**src/keypad_time_date_entry_top_macros.svh**
```systemverilog
// Assertion macros for the keypad entry top level.
`ifndef KEYPAD_TIME_DATE_ENTRY_TOP_MACROS_SVH
`define KEYPAD_TIME_DATE_ENTRY_TOP_MACROS_SVH

// Same-cycle implication, checked out of reset.
`define KTE_ASSERT_NOW(label, ante, cons) \
    label: assert property (@(posedge clk) disable iff (!rst_n) (ante) |-> (cons)) \
        else $error("kte assertion failed");

// Next-cycle implication, checked out of reset.
`define KTE_ASSERT_NEXT(label, ante, cons) \
    label: assert property (@(posedge clk) disable iff (!rst_n) (ante) |=> (cons)) \
        else $error("kte assertion failed");

`endif

```
**src/kte_pkg.sv**
```systemverilog
// Shared types and constants for the keypad time and date entry block.
package kte_pkg;

    localparam int VALUE_W = 25;
    localparam int CNT_W   = 3;
    localparam int TICK_W  = 16;
    localparam int KEY_W   = 8;
    localparam int DIGIT_W = 4;
    localparam int ADDR_W  = 5;
    localparam int DATA_W  = 32;

    localparam logic [KEY_W-1:0] KEY_DIGIT_LO = 8'd48;
    localparam logic [KEY_W-1:0] KEY_DIGIT_HI = 8'd57;

    // Register indexes (byte address / 4)
    localparam logic [2:0] REG_TWELVE_HOUR   = 3'd0;
    localparam logic [2:0] REG_RESET_KEY     = 3'd1;
    localparam logic [2:0] REG_SET_TIME_KEY  = 3'd2;
    localparam logic [2:0] REG_SET_DATE_KEY  = 3'd3;
    localparam logic [2:0] REG_TIMEOUT_TICKS = 3'd4;

    typedef enum logic [1:0] {
        PH_STANDBY = 2'd0,
        PH_TIME    = 2'd1,
        PH_DATE    = 2'd2
    } phase_t;

    typedef enum logic [2:0] {
        EV_NONE        = 3'd0,
        EV_RESET       = 3'd1,
        EV_COMMIT_TIME = 3'd2,
        EV_COMMIT_DATE = 3'd3,
        EV_CANCEL      = 3'd4,
        EV_START_TIME  = 3'd5,
        EV_START_DATE  = 3'd6
    } event_t;

    typedef struct packed {
        logic              twelve_hour;
        logic [KEY_W-1:0]  reset_key;
        logic [KEY_W-1:0]  set_time_key;
        logic [KEY_W-1:0]  set_date_key;
        logic [TICK_W-1:0] timeout_ticks;
    } cfg_t;

    typedef struct packed {
        phase_t             phase;
        logic [VALUE_W-1:0] value;
        logic [CNT_W-1:0]   count;
        logic [DIGIT_W-1:0] last_digit;
        logic [TICK_W-1:0]  time_left;
    } entry_t;

    typedef struct packed {
        event_t             event_res;
        logic [VALUE_W-1:0] value;
        phase_t             phase;
    } result_t;

    function automatic logic [DIGIT_W-1:0] dmin(input logic [DIGIT_W-1:0] a,
                                                 input logic [DIGIT_W-1:0] b);
        dmin = (a < b) ? a : b;
    endfunction

    function automatic logic [DIGIT_W-1:0] dmax(input logic [DIGIT_W-1:0] a,
                                                 input logic [DIGIT_W-1:0] b);
        dmax = (a > b) ? a : b;
    endfunction

endpackage

```
**src/kte_regs.sv**
```systemverilog
// APB configuration registers for the keypad entry block.
module kte_regs
    import kte_pkg::*;
(
    input  logic              clk,
    input  logic              rst_n,
    input  logic              psel,
    input  logic              penable,
    input  logic              pwrite,
    input  logic [ADDR_W-1:0] paddr,
    input  logic [DATA_W-1:0] pwdata,
    output logic [DATA_W-1:0] prdata,
    output logic              pready,
    output cfg_t              cfg
);

    cfg_t       cfg_reg;
    cfg_t       cfg_next;
    logic [2:0] reg_idx;
    logic       wr_en;

    assign reg_idx = paddr[ADDR_W-1:2];
    assign wr_en   = psel && penable && pwrite;
    assign pready  = 1'b1;
    assign cfg     = cfg_reg;

    always_comb
    begin
        cfg_next = cfg_reg;
        if (wr_en)
        begin
            case (reg_idx)
                REG_TWELVE_HOUR:   cfg_next.twelve_hour   = pwdata[0];
                REG_RESET_KEY:     cfg_next.reset_key     = pwdata[KEY_W-1:0];
                REG_SET_TIME_KEY:  cfg_next.set_time_key  = pwdata[KEY_W-1:0];
                REG_SET_DATE_KEY:  cfg_next.set_date_key  = pwdata[KEY_W-1:0];
                REG_TIMEOUT_TICKS: cfg_next.timeout_ticks = pwdata[TICK_W-1:0];
                default:           cfg_next = cfg_reg;
            endcase
        end
    end

    always_comb
    begin
        case (reg_idx)
            REG_TWELVE_HOUR:   prdata = {{(DATA_W-1){1'b0}}, cfg_reg.twelve_hour};
            REG_RESET_KEY:     prdata = {{(DATA_W-KEY_W){1'b0}}, cfg_reg.reset_key};
            REG_SET_TIME_KEY:  prdata = {{(DATA_W-KEY_W){1'b0}}, cfg_reg.set_time_key};
            REG_SET_DATE_KEY:  prdata = {{(DATA_W-KEY_W){1'b0}}, cfg_reg.set_date_key};
            REG_TIMEOUT_TICKS: prdata = {{(DATA_W-TICK_W){1'b0}}, cfg_reg.timeout_ticks};
            default:           prdata = '0;
        endcase
    end

    always_ff @(posedge clk or negedge rst_n)
    begin
        if (!rst_n)
        begin
            cfg_reg.twelve_hour   <= 1'b0;
            cfg_reg.reset_key     <= 8'd70;
            cfg_reg.set_time_key  <= 8'd69;
            cfg_reg.set_date_key  <= 8'd67;
            cfg_reg.timeout_ticks <= 16'd10000;
        end
        else
        begin
            cfg_reg <= cfg_next;
        end
    end

endmodule

```
**src/kte_step.sv**
```systemverilog
// Next-state and result logic for one key press or tick.
module kte_step
    import kte_pkg::*;
(
    input  cfg_t             cfg,
    input  entry_t           cur,
    input  logic             mode,
    input  logic [KEY_W-1:0] key_code,
    output entry_t           nxt,
    output result_t          res
);

    logic [DIGIT_W-1:0] digit;
    logic [DIGIT_W-1:0] dc;
    logic               is_digit;
    logic               commit;
    logic [VALUE_W-1:0] appended;
    logic [VALUE_W-1:0] commit_val;
    entry_t             standby_st;
    entry_t             start_st;
    event_t             ev;

    assign is_digit = (key_code >= KEY_DIGIT_LO) && (key_code <= KEY_DIGIT_HI);
    assign digit    = DIGIT_W'(key_code - KEY_DIGIT_LO);

    // Position-dependent clamp; commit once the last position is reached
    always_comb
    begin
        dc     = digit;
        commit = 1'b0;
        if (cur.phase == PH_TIME)
        begin
            case (cur.count)
                3'd0: dc = dmin(digit, cfg.twelve_hour ? 4'd1 : 4'd2);
                3'd1:
                begin
                    if (cfg.twelve_hour)
                        dc = (cur.value == '0) ? dmax(4'd1, digit) : dmin(4'd2, digit);
                    else if (cur.value == VALUE_W'(2))
                        dc = dmin(4'd3, digit);
                end
                3'd2:    dc = dmin(4'd5, digit);
                default: commit = 1'b1;
            endcase
        end
        else
        begin
            case (cur.count)
                3'd0: dc = dmin(4'd3, digit);
                3'd1:
                begin
                    if (cur.value == VALUE_W'(3))
                        dc = dmin(4'd1, digit);
                end
                3'd2: dc = dmin(4'd1, digit);
                3'd3:
                begin
                    if (cur.last_digit == 4'd1)
                        dc = dmin(4'd2, digit);
                end
                3'd4, 3'd5, 3'd6: dc = digit;
                default: commit = 1'b1;
            endcase
        end
    end

    // v*10 + d, wrapping at the value width
    assign appended = (cur.value << 3) + (cur.value << 1) + VALUE_W'(dc);

    always_comb
    begin
        standby_st = '{phase: PH_STANDBY, value: '0, count: '0, last_digit: '0,
                       time_left: '0};
        start_st   = '{phase: PH_STANDBY, value: '0, count: '0, last_digit: '0,
                       time_left: cfg.timeout_ticks};
        nxt        = cur;
        ev         = EV_NONE;
        commit_val = '0;

        if (mode)
        begin
            if (cur.phase != PH_STANDBY)
            begin
                if (cur.time_left <= TICK_W'(1))
                begin
                    nxt = standby_st;
                    ev  = EV_CANCEL;
                end
                else
                begin
                    nxt.time_left = cur.time_left - TICK_W'(1);
                end
            end
        end
        else if (key_code == cfg.reset_key)
        begin
            nxt = standby_st;
            ev  = EV_RESET;
        end
        else if (key_code == cfg.set_time_key)
        begin
            if (cur.phase == PH_STANDBY)
            begin
                nxt       = start_st;
                nxt.phase = PH_TIME;
                ev        = EV_START_TIME;
            end
            else if (cur.phase == PH_TIME)
            begin
                nxt = standby_st;
                ev  = EV_CANCEL;
            end
        end
        else if (key_code == cfg.set_date_key)
        begin
            if (cur.phase == PH_STANDBY)
            begin
                nxt       = start_st;
                nxt.phase = PH_DATE;
                ev        = EV_START_DATE;
            end
            else if (cur.phase == PH_DATE)
            begin
                nxt = standby_st;
                ev  = EV_CANCEL;
            end
        end
        else if (is_digit && cur.phase != PH_STANDBY)
        begin
            if (commit)
            begin
                nxt        = standby_st;
                commit_val = appended;
                ev         = (cur.phase == PH_TIME) ? EV_COMMIT_TIME : EV_COMMIT_DATE;
            end
            else
            begin
                nxt.value      = appended;
                nxt.count      = cur.count + CNT_W'(1);
                nxt.last_digit = dc;
            end
        end

        res.event_res = ev;
        res.value     = (ev == EV_COMMIT_TIME || ev == EV_COMMIT_DATE) ? commit_val
                                                                       : nxt.value;
        res.phase     = nxt.phase;
    end

endmodule

```
**src/keypad_time_date_entry_top.sv**
```systemverilog
// Keypad time and date entry: top level with input and result registers.
//
//  channel  direction  handshake          payload
//  s_       in         s_tvalid/s_tready  tdata = key_code, tuser = mode
//  m_       out        m_tvalid/m_tready  tdata = event_res, value, phase
//  apb      in         psel/penable       five config registers at 4*i
//
// One request per cycle sustained while the result is not stalled; each request passes
// through the input register and then the result register.
// The entry state updates as the request moves from input to result register.
// A stalled result holds the input register; s_tready then follows m_tready.
// rst_n clears entry state to standby and the registers to their defaults.
`include "keypad_time_date_entry_top_macros.svh"

module keypad_time_date_entry_top
    import kte_pkg::*;
(
    input  logic              clk,
    input  logic              rst_n,
    input  logic              s_tvalid,
    output logic              s_tready,
    input  logic [7:0]        s_tdata,   // [7:0] key_code
    input  logic              s_tuser,   // [0] mode
    output logic              m_tvalid,
    input  logic              m_tready,
    output logic [31:0]       m_tdata,   // [2:0] event_res, [27:3] value, [29:28] phase
    input  logic              psel,
    input  logic              penable,
    input  logic              pwrite,
    input  logic [ADDR_W-1:0] paddr,
    input  logic [DATA_W-1:0] pwdata,
    output logic [DATA_W-1:0] prdata,
    output logic              pready
);

    cfg_t             cfg;
    entry_t           st_reg;
    entry_t           st_next;
    entry_t           st_calc;
    result_t          res_calc;
    result_t          res_reg;
    result_t          res_next;
    logic             in_valid_reg;
    logic             in_valid_next;
    logic             in_mode_reg;
    logic             in_mode_next;
    logic [KEY_W-1:0] in_key_reg;
    logic [KEY_W-1:0] in_key_next;
    logic             out_valid_reg;
    logic             out_valid_next;
    logic             advance;
    logic             take_in;

    kte_regs u_regs (
        .clk     (clk),
        .rst_n   (rst_n),
        .psel    (psel),
        .penable (penable),
        .pwrite  (pwrite),
        .paddr   (paddr),
        .pwdata  (pwdata),
        .prdata  (prdata),
        .pready  (pready),
        .cfg     (cfg)
    );

    kte_step u_step (
        .cfg      (cfg),
        .cur      (st_reg),
        .mode     (in_mode_reg),
        .key_code (in_key_reg),
        .nxt      (st_calc),
        .res      (res_calc)
    );

    assign advance  = in_valid_reg && (!out_valid_reg || m_tready);
    assign s_tready = !in_valid_reg || advance;
    assign take_in  = s_tvalid && s_tready;

    assign m_tvalid = out_valid_reg;
    assign m_tdata  = {2'b00, res_reg.phase, res_reg.value, res_reg.event_res};

    always_comb
    begin
        in_valid_next  = in_valid_reg;
        in_mode_next   = in_mode_reg;
        in_key_next    = in_key_reg;
        st_next        = st_reg;
        res_next       = res_reg;
        out_valid_next = out_valid_reg;

        if (take_in)
        begin
            in_valid_next = 1'b1;
            in_mode_next  = s_tuser;
            in_key_next   = s_tdata;
        end
        else if (advance)
        begin
            in_valid_next = 1'b0;
        end

        if (advance)
        begin
            st_next        = st_calc;
            res_next       = res_calc;
            out_valid_next = 1'b1;
        end
        else if (m_tready)
        begin
            out_valid_next = 1'b0;
        end
    end

    always_ff @(posedge clk or negedge rst_n)
    begin
        if (!rst_n)
        begin
            in_valid_reg  <= 1'b0;
            out_valid_reg <= 1'b0;
            st_reg        <= '{phase: PH_STANDBY, value: '0, count: '0,
                               last_digit: '0, time_left: '0};
        end
        else
        begin
            in_valid_reg  <= in_valid_next;
            out_valid_reg <= out_valid_next;
            st_reg        <= st_next;
        end
    end

    always_ff @(posedge clk)
    begin
        in_mode_reg <= in_mode_next;
        in_key_reg  <= in_key_next;
        res_reg     <= res_next;
    end

    `KTE_ASSERT_NOW(a_standby_clear, st_reg.phase == PH_STANDBY,
        st_reg.value == '0 && st_reg.count == '0)
    `KTE_ASSERT_NOW(a_time_count, st_reg.phase == PH_TIME, st_reg.count <= CNT_W'(3))
    `KTE_ASSERT_NOW(a_commit_standby,
        m_tvalid && (res_reg.event_res == EV_COMMIT_TIME ||
                     res_reg.event_res == EV_COMMIT_DATE),
        res_reg.phase == PH_STANDBY)
    `KTE_ASSERT_NEXT(a_held_request, in_valid_reg && !advance, in_valid_reg)

endmodule
```
**config.mk**
```make
export PLATFORM = sky130hd
export DESIGN_NAME = keypad_time_date_entry_top
export DESIGN_NICKNAME = d
export VERILOG_FILES = /design/src/kte_pkg.sv /design/src/kte_regs.sv /design/src/kte_step.sv /design/src/keypad_time_date_entry_top.sv
export VERILOG_INCLUDE_DIRS = /design/src /design/src/src
export SDC_FILE = /design/constraint.sdc
export NUM_CORES = 1
export LEC_CHECK = 0
export BUFFER_PORTS_ARGS = -buffer_cell sky130_fd_sc_hd__buf_2
export CAP_MARGIN = 10
export CORE_ASPECT_RATIO = 1.1
export CORE_MARGIN = 4
export CORE_UTILIZATION = 55
export DETAILED_ROUTE_END_ITERATION = 10
export GPL_ROUTABILITY_DRIVEN = 0
export GPL_TIMING_DRIVEN = 0
export PLACE_DENSITY = 0.77
export SLEW_MARGIN = 20
export SYNTH_ARGS = -nofsm -noshare
export SYNTH_HDL_FRONTEND = slang
export SYNTH_SLANG_ARGS = --single-unit
```
**constraint.sdc**
```tcl
create_clock -name clk -period 5.11 [get_ports clk]
set_input_delay 0.7665 -clock clk [delete_from_list [all_inputs] [get_ports clk]]
set_output_delay 0.7665 -clock clk [all_outputs]
set_load 0.01 [all_outputs]
```
==> impl_results.md, run 1 <==
* Longest Clk Path Bufs at 2
* Ys flop type: dfrtp_1
* Final Setup Violations at 0
* Worst-path clk slew at 60 ps
* Clock Sinks at 132
* Post-synthesis register bit count at 132
* Most frequent cells in the layout: 90 x buf_2, 80 x nand2_1, 73 x dfrtp_1, 55 x nor2_1
* Ports at 120
* Row count at 48
* DR WL/cell at 18.8 um
* Slowest CP cell: dfrtp_2
* Max reg flops at 50
* # diodes at 0
* Post-Syn Instances at 881
* Final Slew Violations at 0
* Synth Warn # at 0
* TritonCTS clock tree: done
* # fillers at 1257
* Crit path kind: reg2reg
* Placed insts at 1181
* Ys async rst share at 70.5%
* Root Buffer: clkbuf_16
* Fin nets at 1120
* Sequential area share after synthesis at 40.3%
* Clk_lat worst skew at 420 ps
* Starting density of the core at 55.8%
* Routed vias at 7465
* Lkg Pwr at 4.66 nW
* Fin. Hold Viols at 0
* Overall power at 4.27 mW
* Post-route ant nets at 0
* Final Util at 66.0%
* Critical Path, Cell by Cell: nor4_4, nand4_1, nor2_1, nand3_1, a211o_1, a21o_1, o211ai_1, nand2_1, ha_1, ha_1, fa_2, a211oi_2, o21a_1, o21ai_0, nand3_1, nand2_1, xor2_1, a221oi_2, a211oi_1, a221o_1
* Routed vias/inst at 6.10
* Initial antenna violation count at 0
* DR iter-0 viols at 556
* # DRC at 0
* Ratio of cells with drive above 1 in the final layout at 27.4%
* Vias in the first global route at 7280
* Worst vdd ir at 0.000254 V
* Number of synthesized flops with an enable pin at 39
* Slowest stage delay, CP at 470 ps
* Worst Setup Start Kind: flop
* Worst hold path class: in2async
* Placement Cell Area at 9480 sq um
* Final TNS setup at 0 ps
* Critical Path AT at 5120 ps
* Syn avg cell area at 9.90 sq um
* Die width at 128 um
* Crit path max-delay family: compound AO/OA/AOI/OAI gates
* Worst Setup End Kind: flop
* Die area at 17900 sq um
* Clock Skew at 7.45 ps
* Most common cell after layout, fill and taps aside: buf_2
* Synthesized area at 8720 sq um
* First-pass GRT wire length at 37200 um
* Max Clk Rate at 202 MHz
* Cts hold-fix bufs at 0
* TritonRoute pass-1 iters at 5
* Global-route usage over all layers at 26.1%
* Vert. Die Dim at 140 um
* Normalized max-slew margin at 46.7%
* Distinct cell type count after synthesis at 79
* Actual slew at the worst max-slew pin at 797 ps
* Status: finished, final reports clean
* Grt ovf at 0
* H-Tree Depth at 4
* Core Box Area at 15600 sq um
* Max_cap viols at 0
* Final Critical Period at 4950 ps
* Cts bufs inserted at 17
* WP data required at 5270 ps
* I/O Buffers at 82
* PwrDens at 414 nW/um^2
* CP Buf/Inv Count at 0
* Worst Path Max Fanout at 6
* Final std cells w/o fill at 1223
* Detailed Place HPWL at 16500 um
* Area delta synth->final at 18.2%
* Largest net degree at the start of global routing at 56
* Final Cycle Share at 96.9%
* Final wirelength at 23000 um
* Design Area, Final at 10300 sq um
[cell families (layout without fill, tap and decap cells)]
group	count (synthesis)	count (layout)	synth area share, %
buffers and inverters	76	201	4.86
XOR/XNOR	46	46	4.62
flip-flops	132	132	40.3
AND/OR/NAND/NOR	261	261	15.7
other	2	19	0.0861
AO/OA/AOI/OAI	256	256	19.3
multiplexers	51	51	6.74
adder cells (fa/ha/maj)	57	57	8.35
[through the flow]
step	setup WS [ps]	hold slack [ps]
2_1_floorplan	584	447
6_report	159	246
3_5_place_dp	-229	481
3_3_place_gp	-232	463
5_1_grt	-6.65	260
4_1_cts	23.6	254
[cell usage after synthesis (5+ instances only)]
library cell,n,area [sq um]
nand2_1,80,300
dfrtp_1,79,1980
ha_1,55,688
nor2_1,55,206
o21ai_0,54,270
mux2_2,48,541
a21oi_1,47,235
edfxtp_1,39,1170
o21ai_1,32,160
xor2_1,27,236
nor3_1,23,115
inv_1,21,78.8
a22o_1,20,175
buf_4,20,150
xnor2_1,19,166
nand3_1,17,85.1
and3_1,16,100
a22oi_1,15,113
clkbuf_1,15,56.3
dfstp_2,14,368
a21o_1,12,90.1
o211ai_1,12,90.1
nor4_1,11,68.8
buf_2,9,45.0
o2bb2ai_1,9,78.8
a211oi_1,7,52.6
buf_6,7,78.8
nand2b_1,7,43.8
a221o_1,6,60.1
and2_1,6,37.5
nand4_1,6,37.5
or3_1,6,37.5
nor2_2,5,31.3
nor2b_1,5,31.3
[power by group]
part,internal (mW),switching (mW)
clock network,0.813,0.464
registers,1.32,0.205
logic,0.577,0.893
[timing repair]
item | CTS | global route
resized for setup | 8 | 21
setup buffers | 0 | 10
pin swaps | 0 | 12
endpoints found under the setup margin | 12 | 17
gates cloned | 0 | 0
[metal layers]
metal | part of all wire, % | global-route usage [%] | vias to the layer above
li1 | - | - | 3503
met1 | 40 | 32.4 | 3600
met2 | 50 | 44.4 | 305
met3 | 6.1 | 4.73 | 57
met4 | 3.4 | 11.5 | 0
met5 | 0 | 0 | -
[path summary, 6_finish.rpt]
path | startpoint | endpoint | slack [ps] | cells past startpoint
worst max-delay path | st_reg[39] | m_tdata[15] | 160 | 20
worst min-delay path | rst_n | st_reg[47] | 250 | 1
worst max register to register | st_reg[39] | m_tdata[15] | 160 | 20
worst min register to register | st_reg[19] | st_reg[19] | 490 | 2
max in group asynchronous | rst_n | u_regs.cfg[10] | 4180 | 2
min in group clk | st_reg[19] | st_reg[19] | 490 | 2
[area by class of cell]
type                       count  area, sq um  share of cell area, %
sequential                   132         3520                   34.2
clock buffer                  18          429                   4.16
timing repair buffer          93          519                   5.04
buffer                        54          342                   3.31
multi-input combinational    690         4970                   48.3
inverter                      22         83.8                  0.813
clock inverter                14          186                   1.81
tap                          200          250                   2.43
Note: power is estimated with default switching activity, not from simulation.
==> run 2: changes to the inputs <==
PLACE_DENSITY = 0.75   (was 0.77)
==> run 2 against run 1 <==
Global-route usage decreased by 0.12 points; highest routed layer unchanged; routed wire length shrank 0.80%; register-to-register slack better by 50 ps; worst hold slack worse by 16 ps; non-clock buffer count is 6 lower.
==> impl_results.md, run 2 (synthesis gave the netlist of run 1 again) <==
* Die area at 17900 sq um (unchanged)
* Clk_lat worst skew at 430 ps (about the same)
* Clock Skew at 12.0 ps (+4.54 ps)
* WP data required at 5260 ps (about the same)
* Starting density of the core at 55.8% (unchanged)
* Largest net degree at the start of global routing at 62 (+11%)
* Overall power at 4.24 mW (-0.53%)
* Placement Cell Area at 9480 sq um (unchanged)
* I/O Buffers at 82 (unchanged)
* H-Tree Depth at 4 (unchanged)
* Worst Setup Start Kind: flop
* Ratio of cells with drive above 1 in the final layout at 26.4% (-1.0 points)
* Worst setup path end: m_tdata[24]
* Final Cycle Share at 96.0% (-0.91 points)
* Global-route usage over all layers at 26.0% (-0.12 points)
* Grt ovf at 0 (unchanged)
* Most common cell after layout, fill and taps aside: buf_2
* Routed vias/inst at 6.04 (-1.0%)
* Area delta synth->final at 17.2%
* RSZ-0062 raised after global routing: true
* Final Critical Period at 4900 ps (-46.7 ps)
* TritonRoute pass-1 iters at 5 (unchanged)
* Final std cells w/o fill at 1217 (-0.49%)
* Lkg Pwr at 4.64 nW (-0.44%)
* Final Util at 65.5% (-0.54 points)
* Root Buffer: clkbuf_16
* DR WL/cell at 18.8 um (-0.31%)
* Worst-path clk slew at 70 ps (about the same)
* R2R cell count at 20 (unchanged)
* PwrDens at 415 nW/um^2 (+0.29%)
* Worst Setup End Kind: flop
* Worst vdd ir at 0.000260 V (+2.4%)
* Crit path kind: reg2reg
* Fin nets at 1114 (-0.54%)
* Row count at 48 (unchanged)
* Most frequent cells in the layout: 90 x buf_2, 80 x nand2_1, 77 x dfrtp_1, 55 x nor2_1, 54 x ha_1
* Core Box Area at 15600 sq um (unchanged)
* Ports at 120 (unchanged)
* Status: finished, final reports clean
* Longest Clk Path Bufs at 2 (unchanged)
* Initial antenna violation count at 0 (unchanged)
* Final TNS setup at 0 ps (unchanged)
* Vias in the first global route at 7300 (+0.27%)
* Routed vias at 7352 (-1.5%)
* First-pass GRT wire length at 37100 um (-0.30%)
* Clock Sinks at 132 (unchanged)
* Reg2Reg Launch Point: st_reg[39]
* Max_cap viols at 0 (unchanged)
* Final Slew Violations at 0 (unchanged)
* Max Clk Rate at 204 MHz (+0.95%)
* # DRC at 0 (unchanged)
* DR iter-0 viols at 493 (-11%)
* Vert. Die Dim at 140 um (unchanged)
* Design Area, Final at 10200 sq um (-0.83%)
* Final Setup Violations at 0 (unchanged)
* Register-to-register setup slack at 210 ps (+50 ps)
* Worst hold path class: in2async
* Cts hold-fix bufs at 0 (unchanged)
* Actual slew at the worst max-slew pin at 838 ps (+40.8 ps)
* Fin. Hold Viols at 0 (unchanged)
* Cts bufs inserted at 17 (unchanged)
* TritonCTS clock tree: done
* Detailed Place HPWL at 16500 um (+0.44%)
* # diodes at 0 (unchanged)
* R2R Path End: m_tdata[24]
* Placed insts at 1181 (unchanged)
* Max reg flops at 50 (unchanged)
* Critical Path AT at 5050 ps (-70 ps)
* Worst Path Max Fanout at 6 (unchanged)
* Normalized max-slew margin at 44.0% (-2.7 points)
* Worst setup path start: st_reg[39]
* Die width at 128 um (unchanged)
* Final wirelength at 22800 um (-0.80%)
* Post-route ant nets at 0 (unchanged)
run 2: final cells by class:
class | count | area [sq um]
Buffer | 53 | 338
Clock inverter | 11 | 108
Clock buffer | 21 | 514
Sequential cell | 132 | 3520
Multi-Input combinational cell | 690 | 4930
Fill cell | 1288 | 5390
Tap cell | 200 | 250
Inverter | 22 | 83.8
Timing Repair Buffer | 88 | 482
run 2: worst max-delay path, cell delays in order, from the launching register on:
cell	delay (ps)
dfrtp_2	480
nor4_4	300
nand4_1	120
buf_4	170
nor2_1	110
nand3_1	120
a211o_1	340
a21o_1	170
nand3_1	150
fa_1	430
inv_1	120
ha_1	270
a211oi_2	210
o21bai_1	120
a21oi_2	240
o31ai_1	160
o41ai_2	420
inv_1	130
a41oi_2	240
xor2_1	210
o21ai_0	110
run 2: worst min-delay path by stage:
| stage | startpoint | endpoint | slack [ps] |
|---|---|---|---|
| 4_1_cts | rst_n | st_reg[28] | 240 |
| 5_1_grt | rst_n | st_reg[26] | 260 |
| 6_report | rst_n | st_reg[26] | 230 |
| 3_5_place_dp | st_reg[16] | st_reg[16] | 470 |
| 2_1_floorplan | st_reg[16] | st_reg[16] | 450 |
| 3_3_place_gp | st_reg[16] | st_reg[16] | 470 |
run 2: per-layer routing:
layer	global-route usage [%]	up-vias	routed length, um
met5	0	-	0
met4	11.2	0	719
met3	4.20	71	1190
met2	45.2	278	11700
met1	31.7	3523	9220
li1	-	3480	-
run 2: report_power, final:
| group | leakage, nW | total, mW | switching, mW | internal (mW) |
|---|---|---|---|---|
| registers | 1.56 | 1.51 | 0.201 | 1.31 |
| clock network | 0.307 | 1.27 | 0.498 | 0.777 |
| logic | 2.77 | 1.45 | 0.887 | 0.568 |
run 2: stage by stage:
step                setup WS [ps]  hold slack [ps]
floorplan                     584              447
global placement             -261              465
detailed placement           -363              470
CTS                          23.7              242
global route                -13.7              255
finish                        205              230
run 2: timing repair:
| action | in CTS | in global routing |
|---|---|---|
| gates resized for setup | 7 | 12 |
| pin swaps | 1 | 7 |
| setup endpoints to repair | 15 | 16 |
| buffers inserted | 1 | 4 |
